**config.mk**
```make
export PLATFORM = sky130hd
export DESIGN_NAME = sync_checksum_block_deframer_top
export DESIGN_NICKNAME = d
export VERILOG_FILES = /design/src/rtl/scbd_pkg.sv /design/src/rtl/scbd_out_skid.sv /design/src/rtl/sync_checksum_block_deframer_top.sv
export SDC_FILE = /design/constraint.sdc
export NUM_CORES = 1
export LEC_CHECK = 0
export BUFFER_PORTS_ARGS = -buffer_cell sky130_fd_sc_hd__buf_2
export CORE_AREA = 2 2 144 146
export CTS_CLUSTER_SIZE = 30
export DETAILED_ROUTE_END_ITERATION = 12
export DIE_AREA = 0 0 146 148
export PLACE_DENSITY_LB_ADDON = 0.3
export SKIP_CTS_REPAIR_TIMING = 1
export SLEW_MARGIN = 20
export SYNTH_ARGS = -nofsm -noshare
export SYNTH_HDL_FRONTEND = slang
export SYNTH_SLANG_ARGS = --single-unit
```
**constraint.sdc**
```tcl
create_clock -name clk -period 5.2 [get_ports clk]
set_input_delay 0.26 -clock clk [delete_from_list [all_inputs] [get_ports clk]]
set_output_delay 0.26 -clock clk [all_outputs]
set_load 0.02 [all_outputs]
```
**src/rtl/scbd_pkg.sv**
```systemverilog
// ---------------------------------------------------------------------------
// scbd_pkg
// shared types and constants of the sync / checksum / block deframer
// ---------------------------------------------------------------------------
`default_nettype none

package scbd_pkg;

  // reset values of the configuration registers
  localparam logic [7:0] SYNC_FIRST_RST  = 8'hAF;
  localparam logic [7:0] SYNC_SECOND_RST = 8'hC1;
  localparam logic [5:0] BLOCK_BYTES_RST = 6'd14;

  // legal range of the block size
  localparam logic [5:0] BLOCK_BYTES_MIN = 6'd6;
  localparam logic [5:0] BLOCK_BYTES_MAX = 6'd32;

  // configuration register indexes
  typedef enum logic [1:0] {
    REG_SYNC_FIRST  = 2'd0,
    REG_SYNC_SECOND = 2'd1,
    REG_BLOCK_BYTES = 2'd2
  } reg_index_t;

  // result status codes
  typedef enum logic [1:0] {
    ST_VALID     = 2'd0,
    ST_INVALID   = 2'd1,
    ST_TRUNCATED = 2'd2
  } status_t;

  // parser phases, one-hot
  typedef enum logic [7:0] {
    PH_HUNT1 = 8'b0000_0001,
    PH_HUNT2 = 8'b0000_0010,
    PH_TYPE  = 8'b0000_0100,
    PH_LEN   = 8'b0000_1000,
    PH_CKLO  = 8'b0001_0000,
    PH_CKHI  = 8'b0010_0000,
    PH_DATA  = 8'b0100_0000,
    PH_DONE  = 8'b1000_0000
  } phase_t;

  // one result item
  typedef struct packed {
    logic [7:0]  payload_length;
    logic [15:0] first_y;
    logic [15:0] first_x;
    logic [5:0]  block_count;
    status_t     status;
  } result_t;

  // occupancy of the output stage
  typedef struct packed {
    logic out_full;
    logic skid_full;
  } skid_stat_t;

endpackage

`default_nettype wire

```
**src/rtl/scbd_out_skid.sv**
```systemverilog
// ---------------------------------------------------------------------------
// scbd_out_skid
// output register with one skid entry for the result channel
// ---------------------------------------------------------------------------
`default_nettype none

module scbd_out_skid (
  input  wire                    clk,
  input  wire                    rst_n,
  input  wire                    push_valid,
  input  scbd_pkg::result_t      push_data,
  output logic                   push_ready,
  output logic                   pop_valid,
  output scbd_pkg::result_t      pop_data,
  input  wire                    pop_ready,
  output scbd_pkg::skid_stat_t   stat
);

  logic              out_valid_r;
  scbd_pkg::result_t out_data_r;
  logic              skid_valid_r;
  scbd_pkg::result_t skid_data_r;
  logic              out_load;

  // output register may take new data when empty or being drained
  assign out_load = !out_valid_r || pop_ready;

  always_ff @(posedge clk) begin
    if (!rst_n) begin
      out_valid_r  <= 1'b0;
      skid_valid_r <= 1'b0;
    end else if (out_load) begin
      if (skid_valid_r) begin
        out_valid_r  <= 1'b1;
        skid_valid_r <= push_valid;
      end else begin
        out_valid_r  <= push_valid;
      end
    end else if (push_valid) begin
      skid_valid_r <= 1'b1;
    end
  end

  always_ff @(posedge clk) begin
    if (out_load) begin
      if (skid_valid_r) begin
        out_data_r <= skid_data_r;
        if (push_valid) begin
          skid_data_r <= push_data;
        end
      end else if (push_valid) begin
        out_data_r <= push_data;
      end
    end else if (push_valid) begin
      skid_data_r <= push_data;
    end
  end

  assign push_ready     = !skid_valid_r;
  assign pop_valid      = out_valid_r;
  assign pop_data       = out_data_r;
  assign stat.out_full  = out_valid_r;
  assign stat.skid_full = skid_valid_r;

endmodule

`default_nettype wire

```
**src/rtl/sync_checksum_block_deframer_top.sv**
```systemverilog
// ---------------------------------------------------------------------------
// sync_checksum_block_deframer_top
// sync / length / checksum packet deframer with block counting
// ---------------------------------------------------------------------------
// Takes one received byte per transfer and hunts for the two-byte sync pair,
// skips the type byte, captures the length byte and a little-endian 16-bit
// checksum, then sums the payload bytes (wrapping 16 bits), counts complete
// blocks of block_bytes bytes and keeps the X and Y words of the first block.
// One result is produced when the payload completes (valid or invalid), when
// the length is zero (invalid, on the second checksum byte), or when the
// window ends inside a packet (truncated). Later packets in the same window
// are ignored; in_tlast returns the parser to hunting. The parser state is
// updated in the cycle the byte is transferred and the result lands in a
// registered output stage with one skid entry, so a byte can be taken every
// cycle and in_tready drops only while the skid entry is occupied by a result
// the sink has not taken.
// ---------------------------------------------------------------------------
`default_nettype none

module sync_checksum_block_deframer_top (
  input  wire         clk,
  input  wire         rst_n,
  // input stream
  input  wire         in_tvalid,
  output logic        in_tready,
  input  wire  [7:0]  in_tdata,   // [7:0] rx_byte
  input  wire         in_tlast,   // window_end
  // result stream
  output logic        out_tvalid,
  input  wire         out_tready,
  output logic [47:0] out_tdata,  // [5:0] block_count, [21:6] first_x,
                                  // [37:22] first_y, [45:38] payload_length,
                                  // [47:46] zero
  output logic [1:0]  out_tuser,  // [1:0] status
  // configuration writes
  input  wire         cfg_valid,
  output logic        cfg_ready,
  input  wire  [1:0]  cfg_index,
  input  wire  [7:0]  cfg_data
);

  // configuration registers
  logic [7:0] sync_first_r;
  logic [7:0] sync_second_r;
  logic [5:0] block_bytes_r;

  // parser state
  scbd_pkg::phase_t phase_r,           phase_nxt;
  logic [7:0]       declared_length_r, declared_length_nxt;
  logic [15:0]      expected_sum_r,    expected_sum_nxt;
  logic [15:0]      running_sum_r,     running_sum_nxt;
  logic [7:0]       bytes_seen_r,      bytes_seen_nxt;
  logic [4:0]       byte_in_block_r,   byte_in_block_nxt;
  logic [5:0]       blocks_done_r,     blocks_done_nxt;
  logic [15:0]      x_word_r,          x_word_nxt;
  logic [15:0]      y_word_r,          y_word_nxt;

  logic                 in_xfer;
  logic                 skid_ready;
  logic [5:0]           bb_eff;
  logic                 emit_valid;
  scbd_pkg::result_t    emit;
  scbd_pkg::result_t    pop_data;
  scbd_pkg::skid_stat_t skid_stat;

  assign in_tready = skid_ready;
  assign in_xfer   = in_tvalid && in_tready;
  assign cfg_ready = 1'b1;

  // block size clamped into its legal range
  assign bb_eff = (block_bytes_r < scbd_pkg::BLOCK_BYTES_MIN) ? scbd_pkg::BLOCK_BYTES_MIN :
                  (block_bytes_r > scbd_pkg::BLOCK_BYTES_MAX) ? scbd_pkg::BLOCK_BYTES_MAX :
                  block_bytes_r;

  // configuration register file, unknown indexes are dropped
  always_ff @(posedge clk) begin
    if (!rst_n) begin
      sync_first_r  <= scbd_pkg::SYNC_FIRST_RST;
      sync_second_r <= scbd_pkg::SYNC_SECOND_RST;
      block_bytes_r <= scbd_pkg::BLOCK_BYTES_RST;
    end else if (cfg_valid && cfg_ready) begin
      unique case (cfg_index)
        scbd_pkg::REG_SYNC_FIRST:  sync_first_r  <= cfg_data;
        scbd_pkg::REG_SYNC_SECOND: sync_second_r <= cfg_data;
        scbd_pkg::REG_BLOCK_BYTES: block_bytes_r <= cfg_data[5:0];
        default: ;
      endcase
    end
  end

  // next-state and result logic for one byte
  always_comb begin
    logic [5:0] pos_inc;
    logic [7:0] bytes_inc;
    logic       in_packet;

    phase_nxt           = phase_r;
    declared_length_nxt = declared_length_r;
    expected_sum_nxt    = expected_sum_r;
    running_sum_nxt     = running_sum_r;
    bytes_seen_nxt      = bytes_seen_r;
    byte_in_block_nxt   = byte_in_block_r;
    blocks_done_nxt     = blocks_done_r;
    x_word_nxt          = x_word_r;
    y_word_nxt          = y_word_r;
    emit_valid          = 1'b0;
    emit                = '0;
    pos_inc             = {1'b0, byte_in_block_r} + 6'd1;
    bytes_inc           = bytes_seen_r + 8'd1;

    unique case (phase_r)
      scbd_pkg::PH_HUNT1: begin
        if (in_tdata == sync_first_r) begin
          phase_nxt = scbd_pkg::PH_HUNT2;
        end
      end
      scbd_pkg::PH_HUNT2: begin
        // a repeated first sync byte keeps waiting for the second one
        if (in_tdata == sync_second_r) begin
          phase_nxt           = scbd_pkg::PH_TYPE;
          declared_length_nxt = '0;
          expected_sum_nxt    = '0;
          running_sum_nxt     = '0;
          bytes_seen_nxt      = '0;
          byte_in_block_nxt   = '0;
          blocks_done_nxt     = '0;
          x_word_nxt          = '0;
          y_word_nxt          = '0;
        end else if (in_tdata != sync_first_r) begin
          phase_nxt = scbd_pkg::PH_HUNT1;
        end
      end
      scbd_pkg::PH_TYPE: begin
        phase_nxt = scbd_pkg::PH_LEN;
      end
      scbd_pkg::PH_LEN: begin
        declared_length_nxt = in_tdata;
        phase_nxt           = scbd_pkg::PH_CKLO;
      end
      scbd_pkg::PH_CKLO: begin
        expected_sum_nxt = {8'h00, in_tdata};
        phase_nxt        = scbd_pkg::PH_CKHI;
      end
      scbd_pkg::PH_CKHI: begin
        expected_sum_nxt = {in_tdata, expected_sum_r[7:0]};
        if (declared_length_r == 8'd0) begin
          // empty packet is reported as invalid with everything zero
          emit_valid  = 1'b1;
          emit.status = scbd_pkg::ST_INVALID;
          phase_nxt   = scbd_pkg::PH_DONE;
        end else begin
          phase_nxt = scbd_pkg::PH_DATA;
        end
      end
      scbd_pkg::PH_DATA: begin
        running_sum_nxt = running_sum_r + {8'h00, in_tdata};
        if (blocks_done_r == 6'd0) begin
          if (byte_in_block_r == 5'd2) begin
            x_word_nxt = {x_word_r[15:8], in_tdata};
          end else if (byte_in_block_r == 5'd3) begin
            x_word_nxt = {in_tdata, x_word_r[7:0]};
          end else if (byte_in_block_r == 5'd4) begin
            y_word_nxt = {y_word_r[15:8], in_tdata};
          end else if (byte_in_block_r == 5'd5) begin
            y_word_nxt = {in_tdata, y_word_r[7:0]};
          end
        end
        if (pos_inc >= bb_eff) begin
          byte_in_block_nxt = '0;
          blocks_done_nxt   = blocks_done_r + 6'd1;
        end else begin
          byte_in_block_nxt = pos_inc[4:0];
        end
        bytes_seen_nxt = bytes_inc;
        if (bytes_inc == declared_length_r) begin
          emit_valid          = 1'b1;
          emit.status         = (running_sum_nxt == expected_sum_r) ?
                                scbd_pkg::ST_VALID : scbd_pkg::ST_INVALID;
          emit.payload_length = declared_length_r;
          if (running_sum_nxt == expected_sum_r) begin
            emit.block_count = blocks_done_nxt;
            if (blocks_done_nxt != 6'd0) begin
              emit.first_x = x_word_nxt;
              emit.first_y = y_word_nxt;
            end
          end
          phase_nxt = scbd_pkg::PH_DONE;
        end
      end
      scbd_pkg::PH_DONE: begin
        // later packets in the window are ignored
      end
      default: begin
        phase_nxt = scbd_pkg::PH_HUNT1;
      end
    endcase

    // window end: report a packet cut short, then clear for the next window
    in_packet = (phase_nxt == scbd_pkg::PH_TYPE) || (phase_nxt == scbd_pkg::PH_LEN) ||
                (phase_nxt == scbd_pkg::PH_CKLO) || (phase_nxt == scbd_pkg::PH_CKHI) ||
                (phase_nxt == scbd_pkg::PH_DATA);
    if (in_tlast) begin
      if (!emit_valid && in_packet) begin
        emit_valid  = 1'b1;
        emit        = '0;
        emit.status = scbd_pkg::ST_TRUNCATED;
        // length is known only once the length byte has been taken
        if ((phase_nxt == scbd_pkg::PH_CKLO) || (phase_nxt == scbd_pkg::PH_CKHI) ||
            (phase_nxt == scbd_pkg::PH_DATA)) begin
          emit.payload_length = declared_length_nxt;
        end
      end
      phase_nxt           = scbd_pkg::PH_HUNT1;
      declared_length_nxt = '0;
      expected_sum_nxt    = '0;
      running_sum_nxt     = '0;
      bytes_seen_nxt      = '0;
      byte_in_block_nxt   = '0;
      blocks_done_nxt     = '0;
      x_word_nxt          = '0;
      y_word_nxt          = '0;
    end
  end

  // parser state registers, advanced once per input transfer
  always_ff @(posedge clk) begin
    if (!rst_n) begin
      phase_r           <= scbd_pkg::PH_HUNT1;
      declared_length_r <= '0;
      expected_sum_r    <= '0;
      running_sum_r     <= '0;
      bytes_seen_r      <= '0;
      byte_in_block_r   <= '0;
      blocks_done_r     <= '0;
      x_word_r          <= '0;
      y_word_r          <= '0;
    end else if (in_xfer) begin
      phase_r           <= phase_nxt;
      declared_length_r <= declared_length_nxt;
      expected_sum_r    <= expected_sum_nxt;
      running_sum_r     <= running_sum_nxt;
      bytes_seen_r      <= bytes_seen_nxt;
      byte_in_block_r   <= byte_in_block_nxt;
      blocks_done_r     <= blocks_done_nxt;
      x_word_r          <= x_word_nxt;
      y_word_r          <= y_word_nxt;
    end
  end

  // registered result stage, decouples the sink from the byte stream
  scbd_out_skid u_out_skid (
    .clk        (clk),
    .rst_n      (rst_n),
    .push_valid (in_xfer && emit_valid),
    .push_data  (emit),
    .push_ready (skid_ready),
    .pop_valid  (out_tvalid),
    .pop_data   (pop_data),
    .pop_ready  (out_tready),
    .stat       (skid_stat)
  );

  assign out_tuser = pop_data.status;
  assign out_tdata = {2'b00, pop_data.payload_length, pop_data.first_y,
                      pop_data.first_x, pop_data.block_count};

  // skid entry is only used behind a full output register
  a_skid_behind_out: assert property (@(posedge clk) disable iff (!rst_n)
    skid_stat.skid_full |-> skid_stat.out_full)
    else $error("skid entry holds data while output register is empty");

  // a valid result can only come out of the payload phase
  a_valid_from_data: assert property (@(posedge clk) disable iff (!rst_n)
    (emit_valid && (emit.status == scbd_pkg::ST_VALID)) |-> (phase_r == scbd_pkg::PH_DATA))
    else $error("valid status produced outside the payload phase");

  // window end always returns to hunting with the packet state cleared
  a_window_end_clears: assert property (@(posedge clk) disable iff (!rst_n)
    (in_xfer && in_tlast) |=> ((phase_r == scbd_pkg::PH_HUNT1) && (bytes_seen_r == 8'd0) &&
                               (blocks_done_r == 6'd0)))
    else $error("parser not cleared after window end");

  // blocks and words are only reported with a valid status
  a_fields_zero_unless_valid: assert property (@(posedge clk) disable iff (!rst_n)
    (emit_valid && (emit.status != scbd_pkg::ST_VALID)) |->
      ((emit.block_count == 6'd0) && (emit.first_x == 16'd0) && (emit.first_y == 16'd0)))
    else $error("block fields set on a non-valid result");

endmodule

`default_nettype wire

```
==> impl_metrics.json, run 1 <==
{
  "skew_ps": 19.7,
  "yosys.area_share.simple_pct": 19.6,
  "synthAdderAreaFrac_pct": 2.59,
  "setup_viol": 0,
  "rows": 52,
  "critPathTopFamily": "simple AND/OR/NAND/NOR gates",
  "required_ps": 5540,
  "crit_path_end": "u_out_skid.pop_data[3]",
  "drc_errors": 0,
  "synth_area_um2": 10900,
  "max_stage_delay_ps": 500,
  "antenna_found_initial": 0,
  "synth_top_area_share_pct": 26.4,
  "final-hold-violation-count": 0,
  "reg2reg_slack_ps": 1270,
  "synthXorXnorAreaFrac_pct": 4.71,
  "worstRegToRegCells": 11,
  "ys_seq_elements": 219,
  "routed_wirelength_mm": 25.3,
  "max_slew_margin_pct": 27.6,
  "grt-ovfl-total": 0,
  "coreArea_um2": 20000,
  "status": "finished, final reports clean",
  "clock_tree.root_cell": "clkbuf_16",
  "grt_use_total_pct": 23.0,
  "io_pins": 77,
  "finalMaxSlewViolations": 0,
  "n_fill_cell": 1697,
  "drive_above_1_share_pct": 13.5,
  "synth-compound-area-share_pct": 15.0,
  "tritoncts": "built",
  "gp_congestion": 0.839,
  "place_hpwl_mm": 16.3,
  "synth_mux_area_share_pct": 5.43,
  "grt_pass1_vias": 7678,
  "crit_chain": "ha_1 -> fa_1 -> a21o_1 -> a22oi_1 -> o2bb2ai_1 -> xnor2_1 -> nand4_1 -> nor4_2 -> nand4_2 -> buf_4 -> o31ai_1",
  "yosysUniqueCellTypes": 67,
  "path_depth": 11,
  "synth_ff_type": "dfxtp_1",
  "cap_violations": 0,
  "yosys_warnings": 0,
  "cts_sinks": 219,
  "crit_start": "running_sum_r[0]",
  "finalCritPeriodShare_pct": 75.5,
  "cp_max_fo": 30,
  "fin_setup_tns_ps": 0,
  "end_kind": "flop",
  "cts_made_buffers": 24,
  "p_leak_uw": 0.00453,
  "cp-start-kind": "flop",
  "arrival_ps": 4270,
  "rr_endpoint": "u_out_skid.pop_data[3]",
  "dr.pass1.iters": 5,
  "final_util_pct": 61.3,
  "fmax_ghz": 0.255,
  "worstHoldPathType": "in -> reg",
  "ir_drop_uv": 293,
  "via_per_inst": 5.80,
  "seq_area_frac_synth_pct": 49.0,
  "ys_async_sr_fraction_pct": 0,
  "power_density_nw_per_um2": 301,
  "grt_pass1_wl_mm": 40.6,
  "critPathKind": "reg -> reg",
  "worst-path-buf-inv": 1,
  "synth_edf_count": 96,
  "synth.area.top_cells": "edfxtp_1 (26%), dfxtp_1 (23%), mux2i_1 (4.5%), nor2b_1 (4.5%), nand2_1 (3.7%)",
  "die_x_um": 146,
  "period_minus_slack_ps": 3930,
  "synth_top_family_by_area": "simple AND/OR/NAND/NOR gates",
  "syn-instance-count": 1104,
  "vias": 8289,
  "ctsHtreeMaxLevel": 1,
  "yosysTopAreaCell": "edfxtp_1",
  "drt_iter0_drc": 580,
  "place_ws_ps": 1300,
  "die_h_um": 148,
  "cts.clk_slew.worst_paths_ps": 60,
  "timing.rr.start": "running_sum_r[0]",
  "grt_max_degree": 64,
  "cts.path.max_buffers": 3,
  "routedWlPerCell_um": 17.7,
  "syn_area_per_cell_um2": 9.87,
  "fin_ws_ps": 1270,
  "synth.top_cells.by_count": "dfxtp_1 (123), nand2_1 (108), edfxtp_1 (96)",
  "crit_slowest_cell": "nor4_2",
  "start_util_pct": 54.4,
  "port_buffers": 73,
  "die_area_um2": 21600,
  "yosysMostFrequentCell": "dfxtp_1",
  "n_antenna_cell": 0,
  "tightest_slew_ps": 1080,
  "grt_setup_unrepaired": "no",
  "insertion_delay_ps": 530,
  "final_nets": 1186,
  "area_growth_pct": 12.6,
  "ant_nets": 0
}
## through the flow
step,std cells,power [uW],hold slack (ps),cell area (um^2)
after detailed placement,1382,1970,468,11400
after floorplan,1105,1920,384,10900
after global routing,1428,3800,25.3,12300
after CTS,1426,3710,-39.3,12300
final,1428,3690,4.74,12300
after global placement,1382,1970,453,11400
## cell type report
| type | count | area, um^2 | area share [%] |
|---|---|---|---|
| timing repair buffer | 91 | 505 | 4.12 |
| sequential | 219 | 5350 | 43.5 |
| clock buffer | 33 | 706 | 5.75 |
| tap | 270 | 338 | 2.75 |
| clock inverter | 11 | 125 | 1.02 |
| inverter | 12 | 45.0 | 0.367 |
| multi-input combinational | 792 | 5210 | 42.4 |
## how the worst min path moves through the flow
stage                           start                end  slack (ps)  cells past startpoint
floorplan                 cfg_data[0]    sync_first_r[0]         380                      2
global placement    running_sum_r[15]  running_sum_r[15]         450                      1
detailed placement  running_sum_r[15]  running_sum_r[15]         470                      1
CTS                       cfg_data[6]   sync_second_r[6]         -40                      3
global route              cfg_data[3]   block_bytes_r[3]          30                      3
finish                    cfg_data[5]    sync_first_r[5]           5                      3
## metal layers
layer	up-vias	routed length [um]	global-route usage (%)
li1	4043	-	-
met1	3941	11700	32.5
met2	250	11500	37.4
met3	55	1320	2.81
met4	0	761	7.18
met5	-	0	0
## report_power, final
part / internal [uW] / switching (uW)
combinational: 51.4 / 91.8
clock: 1050 / 702
sequential: 1790 / 4.79
total: 2890 / 799
## cell usage in the layout, fill, tap and decap left out, drive strengths merged, types with 5 or more instances in the layout
cell type / instances
or4: 5
nand2: 108
nor4: 9
nand3: 36
o31ai: 10
edfxtp: 96
and3: 8
clkinv: 7
a31oi: 8
mux2i: 49
buf: 89
nor3: 52
a21o: 12
nand4: 17
xor2: 16
ha: 21
a21boi: 24
nor2: 42
xnor2: 40
nor2b: 78
nand3b: 5
o21ai: 69
and2: 10
nand2b: 22
inv: 13
dfxtp: 123
a21oi: 33
clkbuf: 33
mux2: 9
a22oi: 53
a22o: 8
o21a: 7
## sequential cells by signal, summed over array words and instances (netlist names), 16 cells and up
name	count
y_word_r	16
expected_sum_r	16
running_sum_r	16
u_out_skid.skid_data_r	48
x_word_r	16
u_out_skid.pop_data	48
## logic make-up after synthesis
logic type,after synthesis
compound gates,245
buf+inv,94
mux,58
other cells,2
simple gates,407
xor+xnor,57
fa+ha+maj,22
flops,219
## worst min-delay path: stages
cell and delay [ps]:
buf_2 110, nand2_1 50, nand3_1 70
No activity file was read; power rests on OpenSTA's default activity.
==> inputs of run 2 (changes only) <==
==> constraint.sdc (replaced) <==
create_clock -name clk -period 3.31 [get_ports clk]
set_input_delay 0.1655 -clock clk [delete_from_list [all_inputs] [get_ports clk]]
set_output_delay 0.1655 -clock clk [all_outputs]
set_load 0.02 [all_outputs]
==> run 2 against run 1 <==
Via count is 2.1% higher. Sequential power increased by 57%. Critical path depth rose by 1. Fmax rose by 25%. First-iteration DRC count is 0.69% higher. Clock power rose by 49%. Sequential cell count stayed put. Non-clock buffer count is 36 higher. Register-to-register slack got worse by 1100 ps. Clock skew is 2.9 ps lower. Wire length decreased by 0.11%. Critical path type unchanged. Largest cell class unchanged.
==> impl_metrics.json, run 2 (synthesized netlist as in run 1, its figures left out) <==
{
  "status": "finished, final reports clean",
  "finalCritPeriodShare_pct": 95.2,
  "swShare_pct": 21.0,
  "worstHoldPathType": "in -> reg",
  "routedWlPerCell_um": 17.2,
  "start_util_pct": 54.4,
  "grt_max_degree": 52,
  "p_seq_share_pct": 49.6,
  "tritoncts": "built",
  "dr.pass1.iters": 5,
  "place_ws_ps": 18.8,
  "skew_ps": 16.8,
  "period_minus_slack_ps": 3150,
  "arrival_ps": 3480,
  "p_int_uw": 4480,
  "cts.clk_slew.worst_paths_ps": 60,
  "gp_congestion": 0.895,
  "die_h_um": 148,
  "p_switching_uw": 1190,
  "setup_viol": 0,
  "area_growth_pct": 16.2,
  "place_hpwl_mm": 16.4,
  "vias": 8466,
  "n_fill_cell": 1649,
  "coreArea_um2": 20000,
  "fin_total_pwr_uw": 5680,
  "combPwrFrac_pct": 4.2,
  "routed_wirelength_mm": 25.2,
  "insertion_delay_ps": 520,
  "grt_use_total_pct": 22.8,
  "cp_max_fo": 24,
  "final_cell_mix": "dfxtp_1 (120), nand2_1 (108), edfxtp_1 (96)",
  "grt-ovfl-total": 0,
  "end_kind": "flop",
  "grt_pass1_vias": 7789,
  "fin_area_um2": 12700,
  "die_area_um2": 21600,
  "fin_ws_ps": 159,
  "clock_tree.root_cell": "clkbuf_16",
  "final-hold-violation-count": 0,
  "tightest_slew_ps": 952,
  "port_buffers": 73,
  "via_per_inst": 5.78,
  "cts_sinks": 219,
  "final_nets": 1222,
  "cts.path.max_buffers": 3,
  "drt_iter0_drc": 584,
  "ctsHtreeMaxLevel": 1,
  "power_density_nw_per_um2": 448,
  "n_antenna_cell": 0,
  "max_slew_margin_pct": 36.4,
  "drive_above_1_share_pct": 15.9,
  "cts_made_buffers": 24,
  "ir_drop_uv": 300,
  "critPathKind": "reg -> reg",
  "cp-start-kind": "flop",
  "drc_errors": 0,
  "rows": 52,
  "p_leak_uw": 0.00469,
  "dpl_cell_area_um2": 11700,
  "fin_setup_tns_ps": 0,
  "die_x_um": 146,
  "cap_violations": 0,
  "fmax_ghz": 0.317,
  "grt_pass1_wl_mm": 40.4,
  "final_common_cell": "dfxtp_1",
  "required_ps": 3640,
  "finalMaxSlewViolations": 0,
  "io_pins": 77,
  "pwr-share-clk_pct": 46.2,
  "antenna_found_initial": 0,
  "ant_nets": 0
}
-- run 2: cell count changes in the layout (fill, tap and decap cells not counted), moves of 3 or more --
cell           previous run  this run
buf_12                    0         6
clkbuf_1                  3         9
buf_4                    16        39
o21ai_1                   8        19
o21ai_0                  60        48
dfxtp_1                 123       120
dlygate4sd3_1             2         8
clkinv_1                  1         4
clkbuf_8                  5         2
-- run 2: metal layers --
layer / vias to the layer above / wire, um / global-route usage [%]
li1: 4116 / - / -
met1: 4047 / 11600 / 32.4
met2: 265 / 11700 / 37.6
met3: 38 / 1520 / 2.93
met4: 0 / 399 / 5.00
met5: - / 0 / 0
-- run 2: worst paths after layout --
| check | startpoint | slack, ps | cells past startpoint | endpoint |
|---|---|---|---|---|
| worst min-delay path | in_tvalid | 30 | 3 | u_out_skid.pop_valid |
| worst max-delay path | running_sum_r[0] | 160 | 12 | u_out_skid.pop_data[7] |
| worst min register to register | sync_first_r[4] | 480 | 2 | sync_first_r[4] |
| worst max register to register | running_sum_r[0] | 160 | 12 | u_out_skid.pop_data[7] |
-- run 2: layout make-up --
cell class,count,area [um^2],share of cell area [%]
Timing Repair Buffer,127,883,6.97
Clock buffer,36,687,5.42
Sequential cell,219,5350,42.2
Clock inverter,8,85.1,0.672
Multi-Input combinational cell,792,5280,41.7
Inverter,12,45.0,0.356
Tap cell,270,338,2.67
-- run 2: critical path, cell delays in order (launching register included) --
cell      delay (ps)
dfxtp_1          310
ha_1             200
fa_1             410
a21o_1           200
a22oi_2          200
a21o_1           250
nor3b_1          230
o31ai_1          120
a221oi_2         270
buf_4            180
nand4_4          160
buf_12           210
o31ai_1          240
-- run 2: power by group through the flow --
stage / logic (uW) / clock network (uW) / registers [uW]
2_1_floorplan: 150 / 0 / 2870
3_3_place_gp: 225 / 0 / 2870
3_5_place_dp: 227 / 0 / 2870
4_1_cts: 228 / 2660 / 2820
5_1_grt: 259 / 2770 / 2810
6_report: 241 / 2620 / 2810
-- run 2: stage by stage --
stage	hold slack (ps)	std cells	util (%)
floorplan	289	1105	-
global placement	396	1407	58.3
detailed placement	400	1407	58.3
CTS	-123	1451	62.2
global route	35.6	1464	63.2
finish	26.3	1464	63.2
==> inputs of run 3 (changes only) <==
--- a/config.mk
+++ b/config.mk
@@ -6,10 +6,10 @@
 export NUM_CORES = 1
 export LEC_CHECK = 0
 export BUFFER_PORTS_ARGS = -buffer_cell sky130_fd_sc_hd__buf_2
-export CORE_AREA = 2 2 144 146
+export CORE_AREA = 2 2 129 163
 export CTS_CLUSTER_SIZE = 30
 export DETAILED_ROUTE_END_ITERATION = 12
-export DIE_AREA = 0 0 146 148
+export DIE_AREA = 0 0 131 165
 export PLACE_DENSITY_LB_ADDON = 0.3
 export SKIP_CTS_REPAIR_TIMING = 1
 export SLEW_MARGIN = 20
==> run 3 against run 2 <==
Worst hold slack better by 2.4 ps. Sequential share of layout area decreased by 0.096 points. Register-to-register slack about the same. Clock-buffer cell count shrank 8. Combinational power hardly changed. Clock power about the same. Sequential power hardly changed.
==> impl_metrics.json, run 3 (synthesized netlist as in run 1, its figures left out) <==
{
  "max_stage_delay_ps": 360,
  "power_density_nw_per_um2": 449,
  "final_common_cell": "dfxtp_1",
  "ant_nets": 0,
  "crit_start": "running_sum_r[0]",
  "tritoncts": "built",
  "cp_max_fo": 5,
  "coreArea_um2": 20000,
  "gp_congestion": 0.891,
  "worstRegToRegCells": 11,
  "period_minus_slack_ps": 3160,
  "dr.pass1.iters": 5,
  "p_int_uw": 4510,
  "place_hpwl_mm": 16.3,
  "antenna_found_initial": 0,
  "arrival_ps": 3460,
  "die_h_um": 165,
  "drive_above_1_share_pct": 16.9,
  "n_antenna_cell": 0,
  "max_slew_margin_pct": 44.4,
  "routedWlPerCell_um": 16.9,
  "dpl_cell_area_um2": 11700,
  "final_nets": 1224,
  "fin_area_um2": 12700,
  "cts_sinks": 219,
  "die_area_um2": 21600,
  "via_per_inst": 5.71,
  "combPwrFrac_pct": 4.2,
  "crit_path_end": "u_out_skid.pop_data[2]",
  "finalMaxSlewViolations": 0,
  "crit_slowest_cell": "fa_2",
  "grt_pass1_vias": 7897,
  "rows": 58,
  "start_util_pct": 54.6,
  "end_kind": "flop",
  "area_growth_pct": 16.5,
  "grt_use_total_pct": 23.0,
  "status": "finished, final reports clean",
  "fin_setup_tns_ps": 0,
  "grt_max_degree": 49,
  "setup_viol": 0,
  "tightest_slew_ps": 832,
  "drc_errors": 0,
  "hold_ws_ps": 28.8,
  "rr_endpoint": "u_out_skid.pop_data[2]",
  "cap_violations": 0,
  "instances_no_fill": 1464,
  "pwr-share-clk_pct": 46.4,
  "timing.rr.start": "running_sum_r[0]",
  "insertion_delay_ps": 510,
  "die_x_um": 131,
  "path_depth": 11,
  "io_pins": 77,
  "clock_tree.root_cell": "clkbuf_16",
  "swShare_pct": 21.0,
  "cts.path.max_buffers": 3,
  "final-hold-violation-count": 0,
  "worstHoldPathType": "in -> reg",
  "final_cell_mix": "dfxtp_1 (120), nand2_1 (108), edfxtp_1 (96)",
  "critPathTopFamily": "compound AO/OA/AOI/OAI gates",
  "p_switching_uw": 1200,
  "finalCritPeriodShare_pct": 95.6,
  "required_ps": 3600,
  "cts.clk_slew.worst_paths_ps": 60,
  "ir_drop_uv": 402,
  "port_buffers": 73,
  "routed_wirelength_mm": 24.8,
  "cts_made_buffers": 22,
  "crit_chain": "ha_1 -> fa_2 -> a21o_1 -> a22oi_2 -> a21o_1 -> mux2i_1 -> o31ai_1 -> a221oi_2 -> nand4_2 -> buf_4 -> o31ai_1",
  "vias": 8361,
  "reg2reg_slack_ps": 150,
  "cp-start-kind": "flop",
  "skew_ps": 10.3,
  "grt-ovfl-total": 0,
  "critPathKind": "reg -> reg",
  "worst-path-buf-inv": 1,
  "ctsHtreeMaxLevel": 1,
  "place_inst": 1407,
  "p_leak_uw": 0.00475,
  "grt_pass1_wl_mm": 39.9,
  "drt_iter0_drc": 425,
  "fmax_ghz": 0.316,
  "p_seq_share_pct": 49.3
}
## run 3: power groups by stage
stage | combinational (uW) | clock, uW | sequential, uW
after floorplan | 150 | 0 | 2870
after detailed placement | 227 | 0 | 2870
after CTS | 229 | 2710 | 2810
after global routing | 259 | 2800 | 2810
final | 242 | 2650 | 2810
after global placement | 225 | 0 | 2870
## run 3: tightest hold or removal path, cell delays in order
cell and delay [ps]:
buf_2 80, nor2b_1 80, o21a_1 170
## run 3: area by class of cell
type	count	area (um^2)
clock buffer	28	641
clock inverter	12	144
fill	1581	7260
inverter	12	45.0
multi-input combinational	792	5280
sequential	219	5350
tap	270	338
timing repair buffer	131	901
## run 3: stage by stage
step                utilization, %  power [uW]  setup slack, ps
global placement              58.5        3100              172
detailed placement            58.5        3100             14.5
floorplan                        -        3020             34.4
CTS                           62.4        5750            -30.6
global route                  63.6        5870            -48.2
finish                        63.6        5700              147
## run 3: layer usage
metal  track usage, %  up-vias  wire (um)
li1                 -     4122          -
met1             30.1     3993      10500
met2             39.1      206      12500
met3             3.60       40       1190
met4             6.91        0        558
met5                0        -          0
## run 3: worst min-delay path by stage
stage	start	endpoint	depth (start not counted)
floorplan	cfg_data[0]	sync_first_r[0]	2
global placement	cfg_data[6]	sync_second_r[6]	3
detailed placement	cfg_data[6]	sync_second_r[6]	3
CTS	cfg_data[6]	sync_second_r[6]	3
global route	out_tready	u_out_skid.pop_valid	3
finish	out_tready	u_out_skid.pop_valid	3
